`src/rtl/sc1a_pkg.sv`:
```
// Package for the set-1 scan code to ASCII unit.
// Holds the code constants, the key memory sizing and the two-column character ROM.
// Depends on nothing; imported by scancode_set1_to_ascii_unit.
package sc1a_pkg;

	localparam int KEY_COUNT = 96;
	localparam int KEY_IDX_W = $clog2(KEY_COUNT);
	localparam int ROM_SIZE  = 96;
	localparam int CODE_W    = 7;

	localparam logic [7:0]        PREFIX_BYTE   = 8'hE0;
	localparam logic [CODE_W-1:0] CODE_NUMLOCK  = 7'h45;
	localparam logic [CODE_W-1:0] CODE_CAPSLOCK = 7'h3A;
	localparam logic [CODE_W-1:0] CODE_SCRLOCK  = 7'h46;
	localparam logic [CODE_W-1:0] CODE_LSHIFT   = 7'h2A;
	localparam logic [CODE_W-1:0] CODE_SLASH    = 7'h35;

	// Lock flag bit positions, same layout as the LED byte.
	localparam int LOCK_CAPS   = 2;
	localparam int LOCK_NUM    = 1;
	localparam int LOCK_SCROLL = 0;

	typedef logic [6:0] ascii_t;
	typedef logic [1:0] held_t;

	localparam ascii_t ROM_PLAIN [ROM_SIZE] = '{
		7'h00, 7'h1B, 7'h31, 7'h32, 7'h33, 7'h34, 7'h35, 7'h36,
		7'h37, 7'h38, 7'h39, 7'h30, 7'h2D, 7'h3D, 7'h08, 7'h09,
		7'h71, 7'h77, 7'h65, 7'h72, 7'h74, 7'h79, 7'h75, 7'h69,
		7'h6F, 7'h70, 7'h5B, 7'h5D, 7'h0A, 7'h00, 7'h61, 7'h73,
		7'h64, 7'h66, 7'h67, 7'h68, 7'h6A, 7'h6B, 7'h6C, 7'h3B,
		7'h27, 7'h60, 7'h00, 7'h5C, 7'h7A, 7'h78, 7'h63, 7'h76,
		7'h62, 7'h6E, 7'h6D, 7'h2C, 7'h2E, 7'h2F, 7'h00, 7'h2A,
		7'h00, 7'h20, 7'h00, 7'h00, 7'h00, 7'h00, 7'h00, 7'h00,
		7'h00, 7'h00, 7'h00, 7'h00, 7'h00, 7'h00, 7'h00, 7'h37,
		7'h38, 7'h39, 7'h2D, 7'h34, 7'h35, 7'h36, 7'h2B, 7'h31,
		7'h32, 7'h33, 7'h30, 7'h2E, 7'h00, 7'h00, 7'h00, 7'h00,
		7'h00, 7'h00, 7'h00, 7'h00, 7'h00, 7'h00, 7'h00, 7'h00
	};

	localparam ascii_t ROM_SHIFT [ROM_SIZE] = '{
		7'h00, 7'h1B, 7'h21, 7'h40, 7'h23, 7'h24, 7'h25, 7'h5E,
		7'h26, 7'h2A, 7'h28, 7'h29, 7'h5F, 7'h2B, 7'h08, 7'h09,
		7'h51, 7'h57, 7'h45, 7'h52, 7'h54, 7'h59, 7'h55, 7'h49,
		7'h4F, 7'h50, 7'h7B, 7'h7D, 7'h0A, 7'h00, 7'h41, 7'h53,
		7'h44, 7'h46, 7'h47, 7'h48, 7'h4A, 7'h4B, 7'h4C, 7'h3A,
		7'h22, 7'h7E, 7'h00, 7'h7C, 7'h5A, 7'h58, 7'h43, 7'h56,
		7'h42, 7'h4E, 7'h4D, 7'h3C, 7'h3E, 7'h3F, 7'h00, 7'h2A,
		7'h00, 7'h20, 7'h00, 7'h00, 7'h00, 7'h00, 7'h00, 7'h00,
		7'h00, 7'h00, 7'h00, 7'h00, 7'h00, 7'h00, 7'h00, 7'h37,
		7'h38, 7'h39, 7'h2D, 7'h34, 7'h35, 7'h36, 7'h2B, 7'h31,
		7'h32, 7'h33, 7'h30, 7'h2E, 7'h00, 7'h00, 7'h00, 7'h00,
		7'h00, 7'h00, 7'h00, 7'h00, 7'h00, 7'h00, 7'h00, 7'h00
	};

endpackage

```
`src/rtl/scancode_set1_to_ascii_unit.sv`:
```
// Set-1 scan code to ASCII unit: held-key memory, lock flags, prefix flag and ROM lookup.
// Depends on sc1a_pkg for code constants and the character ROM.
// A result is registered at the edge that accepts its byte.
// Throughput: one byte per cycle unless the output stalls; held-key memory is read at acceptance
// and written back in the next cycle; a pending write is forwarded to a read of the same key.
// Reset: clears the prefix flag, the lock flags, the left shift copy, the output valid flag and
// the per-key valid bits at once, so every key reads as not held with no clearing pass.
module scancode_set1_to_ascii_unit
	import sc1a_pkg::*;
(
	input  logic       clk,
	input  logic       arst_n,
	input  logic       in_valid,
	output logic       in_ready,
	input  logic [7:0] scan_byte,
	output logic       out_valid,
	input  logic       out_ready,
	output logic       char_valid,
	output logic [6:0] ascii_char,
	output logic       led_write,
	output logic [2:0] led_bits
);

	// Held-key memory: bit 0 plain form held, bit 1 E0 form held.
	held_t key_mem [KEY_COUNT];
	logic [KEY_COUNT-1:0] key_vld_q;

	logic       prefix_q;
	logic [2:0] lock_q;
	held_t      lshift_q;

	// Write-back stage for the held-key read-modify-write.
	logic                 wb_valid_s1;
	logic [KEY_IDX_W-1:0] wb_addr_s1;
	logic                 wb_brk_s1;
	held_t                wb_form_s1;
	held_t                mem_rd_s1;
	logic                 rd_vld_s1;
	logic                 fwd_s1;
	held_t                fwd_data_s1;
	held_t                wb_old;
	held_t                wb_new;

	logic                 in_fire;
	logic                 is_prefix;
	logic [CODE_W-1:0]    code;
	logic [KEY_IDX_W-1:0] addr;
	logic                 in_range;
	logic                 rom_hit;
	logic                 brk;
	logic                 use_key;
	logic                 make;
	held_t                form;
	logic                 is_lock;
	logic [2:0]           lock_next;
	held_t                lshift_next;
	ascii_t               plain;
	ascii_t               shift_ch;
	logic                 shifted;
	logic                 column;
	ascii_t               ch;

	assign in_ready = !out_valid || out_ready;
	assign in_fire  = in_valid && in_ready;

	always_comb begin
		is_prefix = (scan_byte == PREFIX_BYTE);
		code      = scan_byte[CODE_W-1:0];
		addr      = code[KEY_IDX_W-1:0];
		in_range  = (int'(code) < KEY_COUNT);
		rom_hit   = in_range && (int'(code) < ROM_SIZE);
		brk       = scan_byte[7];
		use_key   = !is_prefix && in_range;
		make      = use_key && !brk;
		form      = prefix_q ? 2'b10 : 2'b01;

		is_lock   = make && (code == CODE_NUMLOCK || code == CODE_CAPSLOCK
			|| code == CODE_SCRLOCK);
		lock_next = lock_q;
		if (make && code == CODE_NUMLOCK) begin
			lock_next[LOCK_NUM] = !lock_q[LOCK_NUM];
		end
		if (make && code == CODE_CAPSLOCK) begin
			lock_next[LOCK_CAPS] = !lock_q[LOCK_CAPS];
		end
		if (make && code == CODE_SCRLOCK) begin
			lock_next[LOCK_SCROLL] = !lock_q[LOCK_SCROLL];
		end

		// Left shift entry is mirrored in a register so the shift test needs no second port.
		lshift_next = lshift_q;
		if (use_key && code == CODE_LSHIFT) begin
			lshift_next = brk ? (lshift_q & ~form) : (lshift_q | form);
		end

		plain    = rom_hit ? ROM_PLAIN[addr] : '0;
		shift_ch = rom_hit ? ROM_SHIFT[addr] : '0;
		shifted  = (lock_next[LOCK_CAPS] && plain >= 7'h61 && plain <= 7'h7A)
			^ (|lshift_next);
		column   = prefix_q ? (code != CODE_SLASH) : shifted;
		ch       = column ? shift_ch : plain;
	end

	always_ff @(posedge clk or negedge arst_n) begin
		if (!arst_n) begin
			prefix_q  <= 1'b0;
			lock_q    <= '0;
			lshift_q  <= '0;
			out_valid <= 1'b0;
		end else begin
			if (in_fire) begin
				prefix_q  <= is_prefix;
				lock_q    <= lock_next;
				lshift_q  <= lshift_next;
				out_valid <= 1'b1;
			end else if (out_ready) begin
				out_valid <= 1'b0;
			end
		end
	end

	always_ff @(posedge clk) begin
		if (in_fire) begin
			char_valid <= make && (ch != '0);
			ascii_char <= make ? ch : '0;
			led_write  <= is_lock;
			led_bits   <= lock_next;
		end
	end

	// Write-back control.
	always_ff @(posedge clk or negedge arst_n) begin
		if (!arst_n) begin
			wb_valid_s1 <= 1'b0;
			key_vld_q   <= '0;
		end else begin
			wb_valid_s1 <= in_fire && use_key;
			if (wb_valid_s1) begin
				key_vld_q[wb_addr_s1] <= 1'b1;
			end
		end
	end

	always_ff @(posedge clk) begin
		if (in_fire && use_key) begin
			wb_addr_s1  <= addr;
			wb_brk_s1   <= brk;
			wb_form_s1  <= form;
			rd_vld_s1   <= key_vld_q[addr];
			fwd_s1      <= wb_valid_s1 && (wb_addr_s1 == addr);
			fwd_data_s1 <= wb_new;
		end
	end

	// Memory read port.
	always_ff @(posedge clk) begin
		if (in_fire && use_key) begin
			mem_rd_s1 <= key_mem[addr];
		end
	end

	// Memory write port.
	always_ff @(posedge clk) begin
		if (wb_valid_s1) begin
			key_mem[wb_addr_s1] <= wb_new;
		end
	end

	always_comb begin
		wb_old = fwd_s1 ? fwd_data_s1 : (rd_vld_s1 ? mem_rd_s1 : '0);
		wb_new = wb_brk_s1 ? (wb_old & ~wb_form_s1) : (wb_old | wb_form_s1);
	end

	// The left shift copy must agree with what the memory receives for that key.
	a_lshift_copy: assert property (@(posedge clk) disable iff (!arst_n)
		wb_valid_s1 && wb_addr_s1 == CODE_LSHIFT[KEY_IDX_W-1:0] |-> lshift_q == wb_new)
		else $error("left shift copy differs from held-key memory");

	a_char_flag: assert property (@(posedge clk) disable iff (!arst_n)
		out_valid |-> char_valid == (ascii_char != '0))
		else $error("char_valid does not match ascii_char");

	a_lock_no_char: assert property (@(posedge clk) disable iff (!arst_n)
		out_valid && led_write |-> !char_valid)
		else $error("lock key produced a character");

	a_prefix_arm: assert property (@(posedge clk) disable iff (!arst_n)
		in_fire && scan_byte == PREFIX_BYTE |=> prefix_q && !led_write && !char_valid)
		else $error("prefix byte not handled");

endmodule

```
`config.mk`:
```
export PLATFORM = sky130hd
export DESIGN_NAME = scancode_set1_to_ascii_unit
export DESIGN_NICKNAME = d
export VERILOG_FILES = /design/src/rtl/sc1a_pkg.sv /design/src/rtl/scancode_set1_to_ascii_unit.sv
export SDC_FILE = /design/constraint.sdc
export NUM_CORES = 1
export LEC_CHECK = 0
export CAP_MARGIN = 25
export CORE_ASPECT_RATIO = 1.2
export CORE_MARGIN = 2
export CORE_UTILIZATION = 35
export DETAILED_ROUTE_END_ITERATION = 10
export DONT_BUFFER_PORTS = 1
export PLACE_DENSITY = 0.52
export SLEW_MARGIN = 30
export SYNTH_ARGS = -nofsm -noshare
export SYNTH_HDL_FRONTEND = slang
export SYNTH_SLANG_ARGS = --single-unit
```
`constraint.sdc`:
```
create_clock -name clk -period 3.3 [get_ports clk]
set_clock_uncertainty 0.2 [all_clocks]
set_input_delay 0.495 -clock clk [delete_from_list [all_inputs] [get_ports clk]]
set_output_delay 0.495 -clock clk [all_outputs]
set_load 0.1 [all_outputs]
```
# --- After elaboration in Yosys (flattened, before gate mapping) ---
# Memories as Yosys holds them, arrays and structs flattened.
# Index checks and enable logic that the tools add are counted.
classes:
  n_reduce_logical: 23
  order_cmp: 4
  eq_ne: 6
  n_bitwise: 5
  muxes: 16
op_table:
  columns: ["op", "n"]
  rows:
  - ["$mux 7", 7]
  - ["$eq 7x6->1 const B", 2]
  - ["$eq 7x7->1 const B", 2]
  - ["$logic_and 1x1->1", 11]
  - ["$eq 8x8->1 const B", 1]
  - ["$ge 8x8->1 const B", 1]
  - ["$not 7->8", 1]
  - ["$ge 7x7->1 const B", 1]
  - ["$le 7x7->1 const B", 1]
  - ["$lt 7x7->1 const B", 1]
  - ["$ne 7x6->1 const B", 1]
  - ["$reduce_bool 7->1", 1]
  - ["$logic_not 1->1", 6]
  - ["$mux 1", 6]
  - ["$mux 2", 3]
  - ["$logic_or 1x1->1", 3]
  - ["$and 2x2->2", 1]
  - ["$not 2->2", 1]
  - ["$or 2x2->2", 1]
  - ["$reduce_bool 2->1", 1]
  - ["$reduce_or 2->1", 1]
  - ["$xor 1x1->1", 1]
totals:
  inputBits: 12
  mem_count: 2
  out_inout_bits: 14
  reg_bits: 19
  mem_bits_ro: 1792
  wordCells: 64
mem_list:
  columns: ["memory", "depth", "word_bits", "read_ports", "rd_clocked_by_memory_dff", "wr", "line_no", "text"]
  rows:
  - ["(name not given)", 128, 7, 1, 0, 0, "scancode_set1_to_ascii_unit.sv:97", "shift_ch = rom_hit ? ROM_SHIFT[addr] : '0;"]
  - ["(name not given)", 128, 7, 1, 0, 0, "scancode_set1_to_ascii_unit.sv:96", "plain = rom_hit ? ROM_PLAIN[addr] : '0;"]

# --- Depth between registers and ports, before layout ---
# Gate-level depths: netlist of run 1.
logic_depth:
  ltp_word: 13
  mapped_depth: 14
  ltp_nobuf: 11

# --- Worst setup path before layout of run 1 ---
# No wires, ideal clock.
synth_timing:
  path_type: "in2reg"
  start: "in scan_byte[0]"
  end: "reg char_valid, data pin"
  cell_stages: 14
  t_arrival_ns: 3.083
  path_buffers: 3
  slack_ns: -0.250
  setup_ns: 0.267
  required_time_ns: 2.833
  path_cell_list: "buf_2 > inv_1 > ha_1 > buf_2 > or3_1 > a32oi_1 > a2111oi_0 > o31a_1 > o21ai_1 > a211oi_2 > or3_1 > buf_6 > a311oi_1 > o32ai_1"
synth_via:
  elab_chain_cells: 13
  elab_cells_between_ends: 31
  classes_between: "order compare (3); eq/ne (4); mux (10); bitwise (2); reduce/logical (10); memory (2)"
synth_rtl:
  columns: ["element", "line_no", "text"]
  rows:
  - ["start, declared", "scancode_set1_to_ascii_unit.sv:15", "input logic [7:0] scan_byte,"]
  - ["$not 7->8 (not written as such) or $eq 8x8->1 (tied branches)", "scancode_set1_to_ascii_unit.sv:96, scancode_set1_to_ascii_unit.sv:97, scancode_set1_to_ascii_unit.sv:67", null]
  - ["$mem_v2 128x7 or $logic_not 1->1 (tied branches)", null, null]
  - ["$mux 7 (not written as such) or $logic_and 1x1->1 (tied branches)", "scancode_set1_to_ascii_unit.sv:96, scancode_set1_to_ascii_unit.sv:73", null]
  - ["$mux 7 (not written as such) or $logic_and 1x1->1 (tied branches)", "scancode_set1_to_ascii_unit.sv:96, scancode_set1_to_ascii_unit.sv:74", null]
  - ["$mux 7 or $logic_and 1x1->1 (tied branches)", "scancode_set1_to_ascii_unit.sv:96, scancode_set1_to_ascii_unit.sv:83", null]
  - ["$ge 7x7->1 or $mux 1 (tied branches)", "scancode_set1_to_ascii_unit.sv:98, scancode_set1_to_ascii_unit.sv:83", null]
  - ["$logic_and 1x1->1 (2 in a row)", "scancode_set1_to_ascii_unit.sv:98", "shifted = (lock_next[LOCK_CAPS] && plain >= 7'h61 && plain <= 7'h7A)"]
  - ["$xor 1x1->1", "scancode_set1_to_ascii_unit.sv:99", "^ (|lshift_next);"]
  - ["$mux 1", "scancode_set1_to_ascii_unit.sv:100", "column = prefix_q ? (code != CODE_SLASH) : shifted;"]
  - ["$mux 7", "scancode_set1_to_ascii_unit.sv:101", "ch = column ? shift_ch : plain;"]
  - ["$reduce_bool 7->1", "scancode_set1_to_ascii_unit.sv:124", "char_valid <= make && (ch != '0);"]
  - ["$logic_and 1x1->1 *", "scancode_set1_to_ascii_unit.sv:124", null]
  - ["end signal, assigned", "scancode_set1_to_ascii_unit.sv:124", null]
  - ["end, declared", "scancode_set1_to_ascii_unit.sv:18", "output logic char_valid,"]
# Mark *: on every way between the ends. The rest lies on a longest branch, timed or not. The select of a mux whose other input is x is not followed.
# A chain may end at the register's enable or synchronous reset.

# --- Worst setup path in the final report of run 1 ---
layout_timing:
  start: "in scan_byte[1]"
  end: "reg ascii_char[0], data pin"
layout_via:
  elab_chain_cells: 11
  elab_cells_between_ends: 29
  classes_between: "order compare (3); eq/ne (4); mux (10); bitwise (2); reduce/logical (8); memory (2)"
layout_rtl:
  columns: ["element", "line_no", "text"]
  rows:
  - ["$not 7->8 (not written as such) or $eq 8x8->1 (tied branches)", "scancode_set1_to_ascii_unit.sv:96, scancode_set1_to_ascii_unit.sv:97, scancode_set1_to_ascii_unit.sv:67", null]
  - ["$mem_v2 128x7 or $logic_not 1->1 (tied branches)", null, null]
  - ["$mux 7 (not written as such) or $logic_and 1x1->1 (tied branches)", "scancode_set1_to_ascii_unit.sv:96, scancode_set1_to_ascii_unit.sv:73", null]
  - ["$mux 7 (not written as such) or $logic_and 1x1->1 (tied branches)", "scancode_set1_to_ascii_unit.sv:96, scancode_set1_to_ascii_unit.sv:74", null]
  - ["$mux 7 or $logic_and 1x1->1 (tied branches)", "scancode_set1_to_ascii_unit.sv:96, scancode_set1_to_ascii_unit.sv:83", null]
  - ["$ge 7x7->1 or $mux 1 (tied branches)", "scancode_set1_to_ascii_unit.sv:98, scancode_set1_to_ascii_unit.sv:83", null]
  - ["$logic_and 1x1->1 (2 in a row)", "scancode_set1_to_ascii_unit.sv:98", null]
  - ["$xor 1x1->1", "scancode_set1_to_ascii_unit.sv:99", null]
  - ["$mux 1", "scancode_set1_to_ascii_unit.sv:100", null]
  - ["$mux 7", "scancode_set1_to_ascii_unit.sv:101", null]
  - ["end signal, assigned", "scancode_set1_to_ascii_unit.sv:125", "ascii_char <= make ? ch : '0;"]
  - ["end, declared", "scancode_set1_to_ascii_unit.sv:19", "output logic [6:0] ascii_char,"]
# Several ways; a longest one is shown, not always the timed one. The select of a mux whose other input is x is not followed.

==> reports/metrics.csv, run 1 <==
metric;value;unit
dpl cells;460;
Worst path max stage delay;0.38;ns
Logic pwr share;42.6;%
initial antenna violation count;0;
Period minus WS final;3.32;ns
vias in the first global route;2668;
async set-reset flop share out of synthesis;36.8;%
Yosys reg bits;19;
non-filler cells, final;470;
PwrDens;257;nW/µm²
sequential group share of total power;39.7;%
GRT overflow;0;
Setup crit end kind;flip-flop;
Crit path top cell by count;o31a_1;
CTS tree;yes;
first-pass GRT wire length;14500;µm
top cell type's share of synthesized area;13.1;%
post-synthesis compound-gate area fraction;32.2;%
# setup viols final;3;
Initial Util;35.8;%
antenna viol nets, final;0;
Worst EP arrival;3.11;ns
Placement Setup Slack;-0.179;ns
Vias/cell;6.16;
share of cells above drive strength 1;29.6;%
worst relative slew slack;41.2;%
Detailed Route WL;9270;µm
Final Hold Vio Count;0;
clk buf depth;2;
Peak VDD IR;0.275;mV
multiplexer area fraction after synthesis;4.51;%
Clk pin slew, worst setup/hold paths;0.07;ns
syn nets;368;
Core Region;7660;µm²
DR WL/cell;19.7;µm
Max stage delay cell, worst path;o31a_1;
failing checks;negative setup slack;
antenna cells;0;
EDFF count, synth;12;
main combinational cell family by area after synthesis;compound AO/OA/AOI/OAI gates;
Die Wd;84.9;µm
I/O Buffers;0;
CTS Buf Count;3;
die area;8570;µm²
nets;405;
switching power;0.335;mW
max-slew violations;0;
Seq/Total Area, Yosys;19.5;%
router iterations before antenna repair;6;
Synth Area in Simple Gates;24.8;%
Synth warnings;0;
Cells after Synth;342;
dominant cells by area after synthesis;edfxtp_1 (13%), dfrtp_1 (6.4%), ha_1 (6.4%);
number of placed I/O pins;26;
dpl hpwl;6900;µm
Crit Path Class;input pin to flip-flop;
final setup margin;-0.0238;ns
clk_lat worst skew;0.25;ns
cell area after layout;3360;µm²
H-tree Lvls;1;
CTS sink count;19;
Die Y;101;µm
area grow syn2layout;22.5;%
Synth Area per Inst;8.03;µm²
Clock power frac;17.7;%
Net Sw Frac;38.8;%
xor-xnor portion of the synthesized cell area;3.14;%
PnR Total Power;0.864;mW
routability cong.;0.915;
Power Internal;0.529;mW
setup TNS;-0.0543;ns
adder-cell share of the synthesized area;6.38;%
Worst-Margin Slew;0.883;ns
Synth Flop Type;edfxtp_1;
dpl cell area;3150;µm²
highest clock rate;301;MHz
CP Data Required Time;3.09;ns
largest net degree at the start of global routing;59;
worst hold path class;input pin to flip-flop;
DR vias;2897;
max-cap viol count;0;
Netlist cell types;74;
worst-path maximum fanout;19;
crit-path cells;clkinvlp_4, buf_6, ha_4, or3_4, a32oi_2, a2111oi_2, o31a_1, o21ai_2, a211oi_4, o31a_1, buf_4, o31ai_2, a21oi_1;
crit share post-route;101;%
Rows;35;
synthesized area;2750;µm²
Yosys top cell by area;edfxtp_1;
Leakage;1.31;nW
CTS root buf;clkbuf_8;
Setup crit start kind;input pin;
DRC Markers;0;
status;complete, but fails checks;
RSZ-0062 raised after global routing;yes;
Iteration-0 DRC Markers;247;
overall routing resource usage;21.4;%
fill cell count;761;
-- path summary, 6_finish.rpt --
path,from,endpoint,slack [ns],cells after the start
max,scan_byte[1],ascii_char[0],-0.02,13
min in group asynchronous,arst_n,lock_q[1],0.36,1
max in group asynchronous,arst_n,lshift_q[1],2.30,1
min,scan_byte[7],lshift_q[0],0.14,1
max reg2reg,prefix_q,char_valid,0.88,7
min reg2reg,lock_q[0],lock_q[0],0.29,1
-- sequential cells by signal, indices dropped and copies added, names as in the netlist --
signal and cells:
ascii_char 7, led_bits 3, lock_q 3, lshift_q 2, char_valid 1, led_write 1
out_valid 1, prefix_q 1
-- worst max-delay path, delay by kind of cell --
family | cells | cell delay [ns]
AND/OR/NAND/NOR | 1 | 0.37
buffers and inverters | 3 | 0.45
adder cells (fa/ha/maj) | 1 | 0.17
AO/OA/AOI/OAI | 8 | 1.63
-- layer usage --
metal	vias to the layer above	track usage (%)	wire, µm
li1	1376	-	-
met1	1396	27.3	3860
met2	103	37.7	4700
met3	22	1.15	415
met4	0	8.42	297
met5	-	0	0
-- cells in the final DEF, fill, tap and decap left out, types with 5 or more instances in the layout --
cell type / netlist / final
a211oi_1: 7 / 7
a21oi_1: 25 / 25
buf_4: 3 / 62
dfrtp_1: 7 / 7
edfxtp_1: 12 / 12
ha_1: 14 / 12
inv_1: 12 / 10
mux2i_1: 9 / 9
nand2_1: 28 / 28
nand2b_1: 9 / 9
nand3_1: 12 / 12
nand4_1: 5 / 5
nor2_1: 21 / 21
nor2b_1: 12 / 12
nor3_1: 7 / 6
o21ai_0: 11 / 10
o21ai_1: 6 / 6
o221ai_1: 5 / 5
o22ai_1: 6 / 6
o31ai_2: 1 / 5
-- power groups by stage --
stage | logic, mW | clock network, mW | registers [mW]
floorplan | 0.248 | 0 | 0.353
global placement | 0.335 | 0 | 0.347
detailed placement | 0.335 | 0 | 0.348
CTS | 0.339 | 0.157 | 0.343
global route | 0.396 | 0.163 | 0.344
finish | 0.368 | 0.153 | 0.343
-- stage by stage --
step           utilization, %  hold slack [ns]
3_5_place_dp             41.2        -0.000442
5_1_grt                  43.9            0.151
2_1_floorplan               -        -0.000591
4_1_cts                  41.9            0.142
3_3_place_gp             41.2        -0.000428
6_report                 43.9            0.145
-- synth_stat cells, types with 8 or more instances --
library cell	count
o21ai_0	11
buf_6	8
ha_1	14
nor2_1	21
edfxtp_1	12
mux2i_1	9
inv_1	12
buf_2	12
clkbuf_1	10
nand3_1	12
a21oi_1	25
nand2_1	28
nand2b_1	9
nor2b_1	12
-- cell type report --
type                       count  area (µm²)  share of cell area, %
clock buffer                   3        41.3                   1.23
clock inverter                 1        5.00                  0.149
inverter                      13        52.6                   1.56
multi-input combinational    277        2110                   62.6
sequential                    19         536                   15.9
tap                           92         115                   3.42
timing repair buffer          65         507                   15.1
-- what timing repair did --
item                                   CTS  global route
hold buffers                             1             0
buffers inserted                         0             6
setup endpoints to repair                0             8
endpoints found under the hold margin    7             0
gates resized for setup                  0            22
-- cell families (layout without fill, tap and decap cells) --
| family | count (synthesis) | count (layout) |
|---|---|---|
| xor+xnor | 9 | 9 |
| compound gates | 120 | 120 |
| flops | 19 | 19 |
| simple gates | 123 | 123 |
| fa+ha+maj | 14 | 14 |
| mux | 11 | 11 |
| buf+inv | 46 | 82 |
No activity file was read; power rests on OpenSTA's default activity.
==> run 2: changes to the inputs <==
--- a/config.mk
+++ b/config.mk
@@ -8,10 +8,10 @@
 export CAP_MARGIN = 25
 export CORE_ASPECT_RATIO = 1.2
 export CORE_MARGIN = 2
-export CORE_UTILIZATION = 35
+export CORE_UTILIZATION = 65
 export DETAILED_ROUTE_END_ITERATION = 10
 export DONT_BUFFER_PORTS = 1
-export PLACE_DENSITY = 0.52
+export PLACE_DENSITY = 0.84
 export SLEW_MARGIN = 30
 export SYNTH_ARGS = -nofsm -noshare
 export SYNTH_HDL_FRONTEND = slang
==> run 2 against run 1 <==
  * Via count increased by 6.5%
  * Largest cell class unchanged
  * Clock-buffer cell count unchanged
  * Setup slack improved by 0.071 ns
  * The run now ends clean
==> reports/metrics.csv, run 2 (synthesized netlist as in run 1, its figures left out) <==
metric;value;unit;change
status;complete, no violations;;was complete, but fails checks
H-tree Lvls;1;;unchanged
WP depth;13;;unchanged
Rows;25;;was 35
Die Y;75.2;µm;was 101 µm
Final Hold Vio Count;0;;unchanged
largest register by flop count;ascii_char;;unchanged
routability cong.;1.05;;was 0.915
dpl hpwl;6500;µm;was 6900 µm
switching power;0.354;mW;was 0.335 mW
hold path depth;1;;unchanged
sequential group share of total power;39.2;%;was 39.7%
Period minus WS final;3.25;ns;was 3.32 ns
fill cell count;287;;was 761
crit-path cells;clkinvlp_4, buf_6, ha_4, xnor2_1, o221ai_1, o311ai_1, o32ai_2, inv_1, a211oi_4, o31a_1, buf_4, o31ai_2, a21oi_1;;was clkinvlp_4, buf_6, ha_4, or3_4, a32oi_2, a2111oi_2, o31a_1, o21ai_2, a211oi_4, o31a_1, buf_4, o31ai_2, a21oi_1
Leakage;1.27;nW;was 1.31 nW
max-slew violations;0;;unchanged
Logic pwr share;41.5;%;was 42.6%
DR vias;3085;;was 2897
Setup crit end kind;flip-flop;;unchanged
worst-path maximum fanout;19;;unchanged
setup TNS;0;ns;was -0.0543 ns
highest clock rate;307;MHz;was 301 MHz
Net Sw Frac;40.3;%;was 38.8%
overall routing resource usage;38.0;%;was 21.4%
antenna cells;0;;unchanged
most common cell after layout, fill and taps aside;buf_4;;unchanged
CTS sink count;19;;unchanged
max FFs per register;7;;unchanged
first-pass GRT wire length;14100;µm;was 14500 µm
most frequent cells in the layout;buf_4 (57), nand2_1 (28), a21oi_1 (25);;was buf_4 (62), nand2_1 (28), a21oi_1 (25)
CTS Buf Count;3;;unchanged
CP Data Required Time;3.21;ns;was 3.09 ns
PnR Total Power;0.877;mW;was 0.864 mW
largest net degree at the start of global routing;59;;unchanged
Worst path max stage delay;0.41;ns;was 0.38 ns
die area;4760;µm²;was 8570 µm²
vias in the first global route;2794;;was 2668
Initial Util;68.6;%;was 35.8%
nets;399;;was 405
RSZ-0062 raised after global routing;yes;;unchanged
GRT overflow;0;;unchanged
clk buf depth;2;;unchanged
origin of the critical flop-to-flop path;prefix_q;;unchanged
Worst Hold End;lshift_q[0];;unchanged
max-cap viol count;0;;unchanged
Worst Reg-to-Reg Cells;7;;unchanged
HP Start;scan_byte[7];;unchanged
worst hold path class;input pin to flip-flop;;unchanged
DR WL/cell;21.7;µm;was 19.7 µm
area grow syn2layout;17.1;%;was 22.5%
delay-heaviest family, CP;compound AO/OA/AOI/OAI gates;;unchanged
Max stage delay cell, worst path;o32ai_2;;was o31a_1
clk_lat worst skew;0.26;ns;was 0.25 ns
Clk pin slew, worst setup/hold paths;0.08;ns;was 0.07 ns
Setup crit start kind;input pin;;unchanged
Clock power frac;19.3;%;was 17.7%
router iterations before antenna repair;5;;was 6
Vias/cell;7.24;;was 6.16
crit share post-route;98.6;%;was 101%
Iteration-0 DRC Markers;402;;was 247
RR Endpoint;ascii_char[2];;was char_valid
PwrDens;273;nW/µm²;was 257 nW/µm²
biggest regs;ascii_char x7, led_bits x3, lock_q x3;;unchanged
# setup viols final;0;;was 3
CTS tree;yes;;unchanged
I/O Buffers;0;;unchanged
Die Wd;63.3;µm;was 84.9 µm
antenna viol nets, final;0;;unchanged
Detailed Route WL;9250;µm;was 9270 µm
Crit Path Class;input pin to flip-flop;;unchanged
reg-to-reg slack, setup;0.82;ns;was 0.88 ns
DRC Markers;0;;unchanged
worst relative slew slack;39.5;%;was 41.2%
Worst EP arrival;3.16;ns;was 3.11 ns
share of cells above drive strength 1;27.2;%;was 29.6%
Core Region;4000;µm²;was 7660 µm²
initial antenna violation count;0;;unchanged
Buf+Inv Stages, Crit Path;4;;was 3
Power Internal;0.523;mW;was 0.529 mW
Peak VDD IR;0.139;mV;was 0.275 mV
CTS root buf;clkbuf_8;;unchanged
number of placed I/O pins;26;;unchanged
Worst-Margin Slew;0.909;ns;was 0.883 ns
-- run 2: changes by cell type in the layout (fill, tap and decap cells not counted), sizes merged --
cell / delta
inv: +1
clkinv: -1
buf: -6
-- run 2: layer usage --
layer  vias to the layer above  GRT usage, %  routed length (µm)
met5                         -             0                   0
met4                         0          25.6                 627
met3                        62          3.59                 872
met2                       243          65.6                4410
met1                      1420          45.7                3340
li1                       1360             -                   -
-- run 2: what timing repair did --
item                                   4_1_cts  5_1_grt
resized for setup                            0       16
endpoints found under the hold margin        7        0
setup buffers                                0        4
hold buffers                                 1        0
setup endpoints to repair                    0        8
-- run 2: area by class of cell --
| type | instances | area [µm²] | area share (%) |
|---|---|---|---|
| Sequential cell | 19 | 536 | 16.6 |
| Tap cell | 54 | 67.6 | 2.10 |
| Timing Repair Buffer | 59 | 449 | 14.0 |
| Multi-Input combinational cell | 277 | 2060 | 64.2 |
| Clock inverter | 1 | 6.26 | 0.194 |
| Inverter | 13 | 52.6 | 1.63 |
| Clock buffer | 3 | 41.3 | 1.28 |
-- run 2: worst max path at each step --
stage | from | endpoint | slack [ns]
after CTS | scan_byte[1] | ascii_char[4] | 0.04
after floorplan | scan_byte[1] | char_valid | -0.06
after detailed placement | scan_byte[1] | ascii_char[2] | -0.21
after global routing | scan_byte[1] | ascii_char[4] | -0.08
final | scan_byte[1] | ascii_char[0] | 0.05
after global placement | scan_byte[1] | char_valid | -0.12
-- run 2: power by group through the flow --
stage                     registers (mW)  logic (mW)  clock network [mW]
after floorplan                    0.353       0.248                   0
after global placement             0.348       0.321                   0
after detailed placement           0.349       0.326                   0
after CTS                          0.344       0.330               0.166
after global routing               0.345       0.385               0.176
final                              0.344       0.364               0.169
-- run 2: worst reg2reg max path, cell delays in order (launching register included) --
cell and delay [ns]:
dfrtp_1 0.55, mux2i_1 0.14, nand3_1 0.10, o31ai_1 0.10, or3_4 0.39, nor3_2 0.42, nor4_1 0.16, a211oi_1 0.25
-- run 2: metrics by stage --
| stage | std cells | worst slack, ns | utilization, % | hold slack [ns] | instance area (µm²) |
|---|---|---|---|---|---|
| final | 426 | 0.0473 | 80.3 | 0.121 | 3220 |
| after global routing | 426 | -0.0809 | 80.3 | 0.130 | 3220 |
| after CTS | 422 | 0.0365 | 77.8 | 0.121 | 3110 |
| after detailed placement | 417 | -0.206 | 76.3 | -0.000419 | 3060 |
| after global placement | 417 | -0.120 | 76.3 | -0.000452 | 3060 |
| after floorplan | 342 | -0.0586 | - | -0.000591 | 2810 |
